## config.mk

```make
export PLATFORM = sky130hd
export DESIGN_NAME = vau_mul_lane
export DESIGN_NICKNAME = d
export VERILOG_FILES = /design/src/rtl/vau_pkg.sv /design/src/rtl/vau_mul_lane.sv
export SDC_FILE = /design/constraint.sdc
export NUM_CORES = 2
export LEC_CHECK = 0
export ABC_AREA = 1
export BUFFER_PORTS_ARGS = -buffer_cell sky130_fd_sc_hd__buf_2
export CAP_MARGIN = 20
export CORE_ASPECT_RATIO = 1.1
export CORE_MARGIN = 5
export CORE_UTILIZATION = 60
export CTS_BUF_LIST = sky130_fd_sc_hd__clkbuf_16
export DETAILED_ROUTE_END_ITERATION = 10
export HOLD_SLACK_MARGIN = 0.03
export PLACE_DENSITY = 0.8
export SLEW_MARGIN = 25
export SYNTH_ARGS = -nofsm -noshare
export SYNTH_HDL_FRONTEND = slang
export SYNTH_SLANG_ARGS = --single-unit
```

## constraint.sdc

```tcl
create_clock -name clk -period 8.7 [get_ports clk]
set_clock_uncertainty 0.15 [all_clocks]
set_input_delay 1.305 -clock clk [delete_from_list [all_inputs] [get_ports clk]]
set_output_delay 1.305 -clock clk [all_outputs]
set_load 0.02 [all_outputs]
```

## src/rtl/vau_pkg.sv

```systemverilog
// ----------------------------------------------------------------------------
// vau_pkg
// Shared types, constants and helper functions of the three-component vector
// arithmetic unit.
// ----------------------------------------------------------------------------
package vau_pkg;

	localparam int FRAC_BITS   = 16;
	localparam int DATA_W      = 32;
	localparam int PROD_W      = 2 * DATA_W;
	localparam int SUM_W       = PROD_W + 2;
	localparam int NUM_LANES   = 6;
	localparam int SQRT_STAGES = DATA_W;

	localparam logic [DATA_W-1:0] SAT_MAX = {1'b0, {(DATA_W-1){1'b1}}};
	localparam logic [DATA_W-1:0] SAT_MIN = {1'b1, {(DATA_W-1){1'b0}}};

	typedef enum logic [2:0] {
		CMD_SCALE   = 3'd0,
		CMD_ADD     = 3'd1,
		CMD_SUB     = 3'd2,
		CMD_DOT     = 3'd3,
		CMD_CROSS   = 3'd4,
		CMD_NORM    = 3'd5,
		CMD_WEDGE   = 3'd6,
		CMD_INVALID = 3'd7
	} cmd_t;

	// Results of one request travelling alongside the root pipeline.
	typedef struct packed {
		cmd_t                          cmd;
		logic [NUM_LANES-1:0][DATA_W-1:0] r;
		logic                          sat;
	} side_t;

	typedef struct packed {
		logic [DATA_W-1:0] val;
		logic              sat;
	} sat_res_t;

	// Clips a wide signed value to the 32-bit signed range.
	function automatic sat_res_t sat32(input logic signed [SUM_W-1:0] v);
		sat_res_t o;
		logic [SUM_W-DATA_W:0] hi;
		hi = v[SUM_W-1:DATA_W-1];
		if (hi == '0 || hi == '1) begin
			o.val = v[DATA_W-1:0];
			o.sat = 1'b0;
		end else begin
			o.val = v[SUM_W-1] ? SAT_MIN : SAT_MAX;
			o.sat = 1'b1;
		end
		return o;
	endfunction

endpackage

```

## src/rtl/vau_mul_lane.sv

```systemverilog
// ----------------------------------------------------------------------------
// vau_mul_lane
// One multiplier lane: a registered 32 x 32 signed product.
// ----------------------------------------------------------------------------
module vau_mul_lane (
	input  logic                                 clk,
	input  logic                                 en,
	input  logic signed [vau_pkg::DATA_W-1:0]    x,
	input  logic signed [vau_pkg::DATA_W-1:0]    y,
	output logic signed [vau_pkg::PROD_W-1:0]    p_s1
);
	import vau_pkg::*;

	always_ff @(posedge clk) begin
		if (en) begin
			p_s1 <= x * y;
		end
	end

endmodule

```

Yosys cells after proc, flatten, opt, wreduce, memory -nomap -nowiden:

Index checks and enable logic that the tools add are counted.

* ROM bits: 0
* memories kept: 0
* latch bits: 0
* bits in writable memories: 0
* bits in registers: 64
* input port bits: 66
* output and inout port bits: 64

* muxes and demuxes: 0
* magnitude comparators: 0
* bitwise operators: 0
* equality and inequality tests: 0
* shift-type cells: 0
* reductions and logical operators: 0
* divide/modulo/power cells: 0
* multiply operators: 1
* add/subtract/negate cells: 0

Operators by type and width (count)
* $mul 32x32->64: 1

Longest topological paths before layout:

* depth after elaboration: 1
* mapped depth: 31
* depth with buffers taken out: 30

Worst setup path after synthesis:

OpenSTA, ideal clock, no wires.

* kind: input port to flip-flop
* start point: input port x[31] in the netlist's numbering
* end point: register p_s1[59] in the netlist's numbering (data pin)
* buffers on the path: 1
* cell stages on the path: 27
* arrival time: 7837 ps
* data required time: 8297 ps
* setup slack: 460 ps
* cell sequence: clkbuf_1 -> nand2_1 -> inv_1 -> fa_1 -> inv_1 -> fa_1 -> inv_1 -> fa_1 -> fa_1 -> inv_1 -> fa_1 -> inv_1 -> fa_1 -> inv_1 -> fa_1 -> fa_1 -> inv_1 -> ha_1 -> nand2_2 -> nor2_1 -> inv_1 -> nor2_1 -> nand2_1 -> nor3_1 -> nand2_1 -> nand4_1 -> nand2_1

* cells in the longest elaborated chain, start to end: 1

RTL lines
* from (decl): RTL line vau_mul_lane.sv:8 `input logic signed [vau_pkg::DATA_W-1:0] x,`
* $mul 32x32->64: RTL line vau_mul_lane.sv:16 `p_s1 <= x * y;`
* to (signal assigned): RTL line vau_mul_lane.sv:16
* to (decl): RTL line vau_mul_lane.sv:10 `output logic signed [vau_pkg::PROD_W-1:0] p_s1`

Every way passes these cells.
A chain may end at the register's enable or synchronous reset.

Worst setup path after layout:

* start point: input port x[31] in the netlist's numbering
* end point: register p_s1[60] in the netlist's numbering (data pin)

Same word-level chain as after synthesis.

==> impl_metrics.toml <==
[timing]
slew_violations = 0
setup_viol = 0
rsz0062_at_grt = "false"
fmax_ghz = 0.121
post-route-period-util_pct = 94.8
post-route-min-period_ns = 8.25
hold_viol_final = 0
worst_slew_pin_slew_ns = 0.920
setup_slack_ns = 0.453
hold_slack_ns = 1.48
setup-tns-final_ns = 0
max-slew-margin-rel_pct = 38.7

[die]
io_pins = 130
num_rows = 100
start_util_pct = 60.5
fp.dieW_um = 259
coreArea_um2 = 67600
design.die.area_um2 = 73400
dieHeight_um = 284

[clock_network]
cts_setup_buffers = 0
hold_buffers = 0
root_buffer = "clkbuf_16"
cts.clk_slew.worst_paths_ns = 0.06
numCtsBuffers = 9
cts_resized = 0
cts_tree = "yes"
clkSinkCount = 64
cts-root-to-sink-buffers = 2
cts_max_level = 3

[detailed_routing]
avgViaCountPerCell = 5.23
drc = 0
dr.pass1.iters = 6
vias = 31800
drt_iter0_markers = 2339
wl_per_cell_um = 18.1
drt_wl_total_um = 110000
ant_nets = 0

[placed_design]
pre_cts_slack_ns = 0.143
place_hpwl_um = 97700
routabilityCongestion = 0.973
placed_area_um2 = 43000
io_buffers = 129

[yosys]
synthArstFlopShare_pct = 0
syn_avg_cell_area_um2 = 7.97
synth_edf_count = 64
ys.flop_type = "edfxtp_1"
postSynthCellCount = 5124
netlist_area_um2 = 40800
ys.warnings.count = 0
syn_nets = 6456
ys_seq_elements = 64
ys_seq_area_share_pct = 4.71
synth.distinct_cells = 27

[cells_and_area]
top_register = "p_s1"
layout_commonest_cell = "inv_1"
fin_area_um2 = 43400
fill_cells = 5512
finalNetCount = 6550
reg_top3 = "p_s1 x64"
largest_reg_flops = 64
final_cell_mix = "1,693 x inv_1, 1,504 x nand2_1, 1,082 x fa_1, 184 x ha_1, 139 x buf_4"
num_antenna_cells = 0
area_growth_pct = 6.19
multiInputGateArea_um2 = 31800
layout-drive-gt1-share_pct = 7.10
seqCellArea_um2 = 1920

[grt]
grt_start_max_net_pins = 65
grt.overflow.total = 0
antenna_found_initial = 1
grt.total_usage_pct = 31.6
grt_pass1_wl_um = 184000
grt_pass1_vias = 35900

[critical_path]
cp_slowest_cell = "fa_1"
crit_buf_inv = 8
start_kind = "input port"
critPathMaxStageDelay_ns = 0.70
worst_ep_arrival_time_ns = 8.19
worstPathRequired_ns = 8.64
worst_setup_path_end_kind = "flop"
crit_type = "input port to flop"
crit_fanout = 18
startpoint = "x[31]"
cp-endpoint = "p_s1[60]"
critPathTopFamily = "adder cells"
cp_common_cell = "fa_1"
crit_cells = 26

[run_status]
status = "completed"

[hold_path]
holdCritPathClass = "input port to flop"

[run]
max-cap-violations = 0
tightest hold or removal path: cells and delay by family:
family        cells  cell delay [ns]
buf+inv           3             0.42
simple gates      1             0.09
cells in the mapped netlist (7+ instances only):
master,n,area [um2]
a21oi_1,62,310
clkbuf_1,192,721
edfxtp_1,64,1920
fa_1,1082,21700
ha_1,184,2300
inv_1,1692,6350
inv_2,8,30.0
nand2_1,1504,5650
nand2_2,21,131
nand3_1,73,365
nand4_1,13,81.3
nor2_1,93,349
nor2_2,31,194
nor3_1,11,55.1
o21ai_0,17,85.1
o21bai_1,8,60.1
or2_2,7,43.8
xor2_1,31,272
layout make-up:
class / instances / share of cell area, %
Inverter: 1700 / 14.7
Timing Repair Buffer: 275 / 4.22
Tap cell: 867 / 2.50
Sequential cell: 64 / 4.43
Clock buffer: 9 / 0.519
Multi-Input combinational cell: 3168 / 73.4
Clock inverter: 7 / 0.257
layer usage:
layer,GRT usage [%],wire length (um)
met1,37.0,38300
met2,57.4,57700
met5,0,19
met3,3.91,7230
met4,15.3,6940
stage by stage:
| step | cells | utilization (%) |
|---|---|---|
| detailed placement | 6074 | 63.7 |
| CTS | 6090 | 64.2 |
| global route | 6090 | 64.2 |
| finish | 6090 | 64.2 |
| floorplan | 5124 | - |
| global placement | 6074 | 63.7 |
cell families (layout without fill, tap and decap cells):
group	Yosys count	in the layout	synth area share (%)
AOI/OAI and AO/OA	95	95	1.24
DFF	64	64	4.71
adders and majority gates	1266	1266	58.7
and+or+nand+nor	1773	1773	17.3
xor gates and xnor gates	34	34	0.729
buffers and inverters	1892	1991	17.4
how the worst min path moves through the flow:
stage	startpoint	to	depth (start not counted)
6_report	y[0]	p_s1[0]	4
5_1_grt	y[0]	p_s1[0]	4
3_5_place_dp	p_s1[31]	p_s1[31]	1
2_1_floorplan	en	p_s1[0]	0
3_3_place_gp	p_s1[33]	p_s1[33]	1
4_1_cts	y[0]	p_s1[0]	4
Power is left out: the tool's default activity adds up to more than one toggle a clock period on the data nets, which glitch-free logic cannot reach.
