**config.mk**
```make
export PLATFORM = sky130hd
export DESIGN_NAME = vau_merge
export DESIGN_NICKNAME = d
export VERILOG_FILES = /design/src/rtl/vau_pkg.sv /design/src/rtl/vau_merge.sv
export SDC_FILE = /design/constraint.sdc
export NUM_CORES = 1
export LEC_CHECK = 0
export BUFFER_PORTS_ARGS = -buffer_cell sky130_fd_sc_hd__buf_2
export CELL_PAD_IN_SITES_DETAIL_PLACEMENT = 1
export CELL_PAD_IN_SITES_GLOBAL_PLACEMENT = 1
export CORE_AREA = 3 3 310 312
export DETAILED_ROUTE_END_ITERATION = 10
export DIE_AREA = 0 0 313 315
export PLACE_DENSITY_LB_ADDON = 0.1
export SETUP_SLACK_MARGIN = 0.05
export SYNTH_ARGS = -nofsm -noshare
export SYNTH_HDL_FRONTEND = slang
export SYNTH_SLANG_ARGS = --single-unit
export TNS_END_PERCENT = 50
```
**constraint.sdc**
```tcl
create_clock -name vclk -period 7
set_input_delay 0.7 -clock vclk [all_inputs]
set_output_delay 0.7 -clock vclk [all_outputs]
set_load 0.005 [all_outputs]
```
**src/rtl/vau_pkg.sv**
```systemverilog
// ----------------------------------------------------------------------------
// vau_pkg
// Shared types, constants and helper functions of the three-component vector
// arithmetic unit.
// ----------------------------------------------------------------------------
package vau_pkg;

	localparam int FRAC_BITS   = 16;
	localparam int DATA_W      = 32;
	localparam int PROD_W      = 2 * DATA_W;
	localparam int SUM_W       = PROD_W + 2;
	localparam int NUM_LANES   = 6;
	localparam int SQRT_STAGES = DATA_W;

	localparam logic [DATA_W-1:0] SAT_MAX = {1'b0, {(DATA_W-1){1'b1}}};
	localparam logic [DATA_W-1:0] SAT_MIN = {1'b1, {(DATA_W-1){1'b0}}};

	typedef enum logic [2:0] {
		CMD_SCALE   = 3'd0,
		CMD_ADD     = 3'd1,
		CMD_SUB     = 3'd2,
		CMD_DOT     = 3'd3,
		CMD_CROSS   = 3'd4,
		CMD_NORM    = 3'd5,
		CMD_WEDGE   = 3'd6,
		CMD_INVALID = 3'd7
	} cmd_t;

	// Results of one request travelling alongside the root pipeline.
	typedef struct packed {
		cmd_t                          cmd;
		logic [NUM_LANES-1:0][DATA_W-1:0] r;
		logic                          sat;
	} side_t;

	typedef struct packed {
		logic [DATA_W-1:0] val;
		logic              sat;
	} sat_res_t;

	// Clips a wide signed value to the 32-bit signed range.
	function automatic sat_res_t sat32(input logic signed [SUM_W-1:0] v);
		sat_res_t o;
		logic [SUM_W-DATA_W:0] hi;
		hi = v[SUM_W-1:DATA_W-1];
		if (hi == '0 || hi == '1) begin
			o.val = v[DATA_W-1:0];
			o.sat = 1'b0;
		end else begin
			o.val = v[SUM_W-1] ? SAT_MIN : SAT_MAX;
			o.sat = 1'b1;
		end
		return o;
	endfunction

endpackage

```
**src/rtl/vau_merge.sv**
```systemverilog
// ----------------------------------------------------------------------------
// vau_merge
// Combines the lane products into the final sums, truncates and saturates,
// and forms the radicands of the two norms.
// ----------------------------------------------------------------------------
module vau_merge (
	input  vau_pkg::cmd_t                                        cmd,
	input  logic signed [vau_pkg::NUM_LANES-1:0][vau_pkg::PROD_W-1:0] prod,
	input  logic signed [2:0][vau_pkg::DATA_W:0]                 addsub,
	output vau_pkg::side_t                                       side,
	output logic [vau_pkg::PROD_W-1:0]                           rad_a,
	output logic [vau_pkg::PROD_W-1:0]                           rad_b
);
	import vau_pkg::*;

	logic signed [SUM_W-1:0] pe [NUM_LANES];
	logic signed [SUM_W-1:0] sum_a, sum_b;
	logic signed [SUM_W-1:0] diff [3];
	sat_res_t                res [NUM_LANES];

	always_comb begin
		for (int i = 0; i < NUM_LANES; i++) begin
			pe[i] = SUM_W'($signed(prod[i]));
		end
		sum_a   = pe[0] + pe[1] + pe[2];
		sum_b   = pe[3] + pe[4] + pe[5];
		diff[0] = pe[0] - pe[1];
		diff[1] = pe[2] - pe[3];
		diff[2] = pe[4] - pe[5];
		rad_a   = sum_a[PROD_W-1:0];
		rad_b   = sum_b[PROD_W-1:0];

		for (int i = 0; i < NUM_LANES; i++) begin
			res[i] = '{val: '0, sat: 1'b0};
		end
		case (cmd)
			CMD_SCALE: begin
				for (int i = 0; i < NUM_LANES; i++) begin
					res[i] = sat32(pe[i] >>> FRAC_BITS);
				end
			end
			CMD_ADD, CMD_SUB: begin
				for (int i = 0; i < 3; i++) begin
					res[i] = sat32(SUM_W'($signed(addsub[i])));
				end
			end
			CMD_DOT: begin
				res[0] = sat32(sum_a >>> FRAC_BITS);
			end
			CMD_CROSS: begin
				for (int i = 0; i < 3; i++) begin
					res[i] = sat32(diff[i] >>> FRAC_BITS);
				end
			end
			CMD_WEDGE: begin
				res[0] = sat32(diff[2] >>> FRAC_BITS);
				res[1] = sat32(diff[0] >>> FRAC_BITS);
				res[2] = sat32(diff[1] >>> FRAC_BITS);
			end
			default: begin
			end
		endcase

		side.cmd = cmd;
		side.sat = 1'b0;
		for (int i = 0; i < NUM_LANES; i++) begin
			side.r[i] = res[i].val;
			side.sat  = side.sat | res[i].sat;
		end
	end

endmodule

```
Yosys cells after proc, flatten, opt, wreduce, memory -nomap -nowiden --
Index checks and enable logic that the tools add are counted.
Storage, ports and cells: bits in registers 0, output and inout port bits 324
Cells by class: equal/unequal tests 18, reduce and logical (&&, ||, !) cells 28, add/sub/neg operators 7, bitwise operators 5, muxes and demuxes 29
Operators by type and width (number):
- 35-bit == test, second input constant | 13
- 35-bit zero test | 13
- 33-bit two-way mux | 13
- 32-bit two-way mux | 13
- 66-bit case mux with 4 select lines | 1
- 64-bit by 64-bit subtractor with 65-bit output | 3
- 33-bit case mux with 5 select lines | 1
- 64-bit adder | 2
- 99-bit two-way mux | 1
- 65-bit by 64-bit adder with 66-bit output | 1
- 64-bit by 64-bit adder with 65-bit output | 1
- 1-bit logical OR | 13
- 3-bit by 2-bit == test with 1-bit output, second input constant | 2
- 3-bit == test, second input constant | 2
- 1-bit bitwise OR | 5
- 3-bit by 1-bit == test with 1-bit output, second input constant | 1
- 3-bit zero test | 1
- 2-bit OR reduction | 1

Logic depth before layout (Yosys ltp) --
Gate-level depths: netlist of run 1.
word-level depth 11, depth in mapped cells 21

Least setup slack after synthesis of run 1 --
Ideal clock, no wire load.
kind input port to output port, from in prod[38] in the netlist's numbering, to out side[13] in the netlist's numbering, arrival 5.013 ns, stages on the path 19, path slack 1.287 ns, path buffers 3, path through fa_1 > ha_1 > clkbuf_1 > nand2_1 > or4_1 > or4_1 > a211oi_2 > nor3_1 > o21bai_1 > a31oi_1 > xor2_1 > nand4b_1 > or4_1 > nor4_1 > a21oi_1 > buf_2 > clkbuf_1 > o21ai_0 > o2111ai_1
RTL lines:
- from (decl) | line vau_merge.sv:8 | input logic signed [vau_pkg::NUM_LANES-1:0][vau_pkg::PROD_W-1:0] prod,
- to (decl) | line vau_merge.sv:10 | output vau_pkg::side_t side,

==> results of run 1 <==
cell type report:
type / instances / area, um2 / share of cell area
diodes: 14 / 35.0 / 0.00103
inverters: 292 / 1100 / 0.0321
multi-input cells: 3740 / 26100 / 0.765
well taps: 1254 / 1570 / 0.0460
repair buffers: 955 / 5330 / 0.156
what timing repair did:
item / in CTS / in global routing
hold buffers: 0 / 0
endpoints found under the setup margin: 0 / 31
gates resized for setup: 0 / 5
per-stage QoR:
| step | hold slack [ns] | area, um2 | utilization | setup WS (ns) | instances |
|---|---|---|---|---|---|
| floorplan | 1.47 | 28000 | - | 1.29 | 4252 |
| global placement | 1.70 | 34100 | 0.365 | 0.211 | 6241 |
| detailed placement | 1.70 | 34100 | 0.365 | 0.0984 | 6241 |
| CTS | 1.70 | 34100 | 0.365 | 0.0536 | 6241 |
| global route | 1.72 | 34100 | 0.366 | 0.0279 | 6242 |
| finish | 1.71 | 34100 | 0.366 | 0.222 | 6255 |
worst max-delay path, cell delays in order:
cell and delay, ns:
buf_2 0.12, fa_1 0.48, ha_1 0.25, fa_1 0.50, a211oi_2 0.28, o21ai_0 0.19
nand2_1 0.12, a21oi_1 0.19, o211ai_1 0.51, nand2_1 0.19, a2111o_1 0.44, o211ai_1 0.19
nand4_1 0.13, or4_1 0.55, nor4_2 0.19, nand2b_2 0.22, buf_12 0.12, buf_4 0.10
nand2b_1 0.05, a211o_1 0.39, buf_2 0.17
kinds of logic (layout without fill, tap and decap cells):
kind of cell               count (synthesis)  after routing  share of synthesized area
other                                      0             14                          0
buffers and inverters                    512           1247                     0.0711
adders and majority gates                451            451                      0.236
xor gates and xnor gates                 235            235                     0.0735
AOI/OAI and AO/OA                       1592           1592                      0.358
muxes                                     12             12                    0.00438
and+or+nand+nor                         1450           1450                      0.256
synthesized netlist by cell type, types with 100 or more instances:
library cell,instances
a21o_1,131
nor2_1,346
clkbuf_1,185
fa_1,129
a21oi_1,554
inv_1,292
nor2b_1,100
o21ai_0,331
xnor2_1,139
nand4_1,127
nand2_1,395
ha_1,322
layer usage:
layer | share of wire | track usage | vias to the layer above
met5 | 0.00045 | 0 | -
li1 | - | - | 17100
met1 | 0.42 | 0.462 | 18300
met4 | 0.053 | 0.157 | 14
met3 | 0.065 | 0.0490 | 280
met2 | 0.46 | 0.596 | 1459
worst max-delay path by stage:
stage	startpoint	endpoint	slack (ns)	cells after the start
finish	prod[1]	side[14]	0.22	21
detailed placement	prod[1]	side[15]	0.1	20
floorplan	prod[38]	side[20]	1.29	19
global route	prod[1]	side[14]	0.03	21
CTS	prod[1]	side[15]	0.05	20
global placement	prod[1]	side[15]	0.21	20
==> impl_metrics.json, run 1 <==
{
  "min_from": "cmd[0]",
  "drive_gt1_frac": 0.208,
  "overflow": 0,
  "worstMarginPinSlew_ns": 1.24,
  "vias_per_cell": 5.95,
  "grt_max_degree": 82,
  "synth_area_um2": 28000,
  "io_buffers": 810,
  "num_vias": 37200,
  "holdCritPathClass": "primary input to output port",
  "cts_setup_buffers": 0,
  "yosys_warnings": 0,
  "antenna_found_initial": 27,
  "yosysSeqAreaShare": 0,
  "crit_type": "primary input to output port",
  "grt_pass1_vias": 36300,
  "place_hpwl_um": 166000,
  "synth_top_area_frac": 0.144,
  "place.gp.congestion": 1.02,
  "fin_nets": 5926,
  "final.period_utilization": 0.968,
  "wl_per_cell_um": 30.0,
  "arrival_ns": 6.08,
  "firstDrtPassIters": 5,
  "end_kind": "output port",
  "start_util": 0.300,
  "first_iter_violations": 3201,
  "synth_cell_types": 96,
  "seq_cell_count": 0,
  "syn_avg_cell_area_um2": 6.58,
  "path_max_fanout": 3,
  "core-area_um2": 93300,
  "final_common_cell": "buf_2",
  "grt_setup_unrepaired": "false",
  "io_pins": 810,
  "fill_cells": 12300,
  "whs_path_depth": 2,
  "synth_area_leaders": "ha_1, a21oi_1, fa_1",
  "clock.fmax_ghz": 0.148,
  "nClkBuffers": 0,
  "drv_slew": 0,
  "postSynthNetCount": 5189,
  "drc": 0,
  "grt_pass1_wl_um": 262000,
  "drv_cap": 0,
  "die-area_um2": 98600,
  "rows": 112,
  "area_growth_pct": 22.0,
  "finalWorstPathRequiredPeriod_ns": 6.78,
  "outcome": "finished clean",
  "die_height_um": 315,
  "final_cell_mix": "buf_2, a21oi_1, nand2_1, nor2_1, o21ai_0",
  "tns_ns": 0,
  "hold_end": "side[193]",
  "routed_wl_um": 188000,
  "required_ns": 6.30,
  "netlist_instances": 4252,
  "setup_violations": 0,
  "crit_path_start_kind": "primary input",
  "synth_top_area_cell": "ha_1",
  "seq_area_um2": 0,
  "finalHoldViolations": 0,
  "slew_headroom": 0.172,
  "ant_nets": 0,
  "track_usage": 0.359,
  "dieWidth_um": 313
}
==> run 2, diff against run 1 <==
==> constraint.sdc (replaced) <==
create_clock -name vclk -period 7
set_input_delay 0.35 -clock vclk [all_inputs]
set_output_delay 0.35 -clock vclk [all_outputs]
set_load 0.005 [all_outputs]
==> run 2 against run 1 <==
  * Cell count fell by 0.96%
  * Non-clock buffer count fell by 58
  * First-iteration DRC count rose by 2.2%
  * Setup slack improved by 0.14 ns
  * Via count fell by 0.46%
  * Sequential share of layout area did not move
  * Die area did not move
  * Critical path depth fell by 4
  * Wire length rose by 0.12%
  * Fmax rose by 2.1%
  * Highest routed layer unchanged
==> impl_metrics.json, run 2 (synthesis gave the netlist of run 1 again) <==
{
  "wl_per_cell_um": 30.3,
  "worstMarginPinSlew_ns": 1.32,
  "vias_per_cell": 5.98,
  "first_iter_violations": 3271,
  "finalHoldViolations": 0,
  "final.period_utilization": 0.948,
  "firstDrtPassIters": 5,
  "drc": 0,
  "drv_slew": 0,
  "grt_pass1_vias": 36600,
  "tns_ns": 0,
  "ctsResizeCount": 0,
  "seq_cell_count": 0,
  "ant_nets": 0,
  "track_usage": 0.360,
  "rows": 112,
  "place.gp.congestion": 1.02,
  "overflow": 0,
  "arrival_ns": 6.29,
  "area_growth_pct": 19.9,
  "holdCritPathClass": "primary input to output port",
  "num_vias": 37000,
  "grt_pass1_wl_um": 263000,
  "core-area_um2": 93300,
  "fill_cells": 12300,
  "routed_wl_um": 188000,
  "final_common_cell": "buf_2",
  "io_buffers": 810,
  "grt_max_degree": 82,
  "multi_input_area_um2": 26100,
  "dieWidth_um": 313,
  "postCtsHoldBufs": 0,
  "setup_violations": 0,
  "grt_setup_unrepaired": "false",
  "cts_setup_buffers": 0,
  "crit_type": "primary input to output port",
  "start_util": 0.300,
  "path_max_fanout": 7,
  "final_cell_mix": "buf_2, a21oi_1, nand2_1, nor2_1, o21ai_0",
  "nClkBuffers": 0,
  "die_height_um": 315,
  "die-area_um2": 98600,
  "timing.critical_path.slowest_stage_cell": "nor4_1",
  "crit_path_start_kind": "primary input",
  "drv_cap": 0,
  "cp_cell_sequence": "buf_2 > fa_1 > ha_1 > nand4_1 > nor4_1 > nand2_1 > nor4_1 > nor2_1 > xnor2_1 > a21oi_1 > nand4_1 > or4_1 > nor4_1 > nand2b_1 > a21boi_0 > a2111o_1 > buf_2",
  "critPathMostFrequentCell": "nor4_1",
  "end_kind": "output port",
  "finalWorstPathRequiredPeriod_ns": 6.64,
  "place_hpwl_um": 166000,
  "seq_area_um2": 0,
  "required_ns": 6.65,
  "slew_headroom": 0.111,
  "io_pins": 810,
  "clock.fmax_ghz": 0.151,
  "fin_nets": 5868,
  "drive_gt1_frac": 0.197,
  "critPathMaxStageDelay_ns": 1.09,
  "antenna_found_initial": 25,
  "outcome": "finished clean"
}
## run 2: cell count changes in the layout (fill, tap and decap cells not counted), sizes merged
cell   delta
buf      -58
diode     -2
## run 2: final cells by class
class                           count  area share
Inverter                          292      0.0327
Tap cell                         1254      0.0467
Timing Repair Buffer              897       0.142
Multi-Input combinational cell   3740       0.778
Antenna cell                       12    0.000895
## run 2: worst paths after layout
kind | cells after the start | slack (ns) | endpoint | start
max | 17 | 0.36 | side[15] | prod[175]
min | 2 | 0.99 | side[193] | cmd[0]
## run 2: stage by stage
| step | utilization | instances | hold slack, ns | area (um2) | worst slack [ns] |
|---|---|---|---|---|---|
| 3_5_place_dp | 0.359 | 6183 | 0.987 | 33500 | 0.640 |
| 3_3_place_gp | 0.359 | 6183 | 0.988 | 33500 | 0.654 |
| 4_1_cts | 0.359 | 6183 | 0.988 | 33500 | 0.629 |
| 5_1_grt | 0.359 | 6183 | 1.00 | 33500 | 0.126 |
| 2_1_floorplan | - | 4252 | 0.774 | 28000 | 1.99 |
| 6_report | 0.360 | 6195 | 0.990 | 33600 | 0.361 |
## run 2: per-layer routing
layer  global-route usage  up-vias  wire [um]
li1                     -    17000          -
met1                0.465    18200      79000
met2                0.588     1559      84600
met3               0.0575      296      13500
met4                0.164        8      10500
met5                    0        -         45
## run 2: critical path, delay by kind of cell
| family | cells | cell delay [ns] |
|---|---|---|
| AOI/OAI and AO/OA | 3 | 0.85 |
| and+or+nand+nor | 9 | 3.37 |
| buffers and inverters | 2 | 0.42 |
| xor gates and xnor gates | 1 | 0.30 |
| adders and majority gates | 2 | 0.97 |
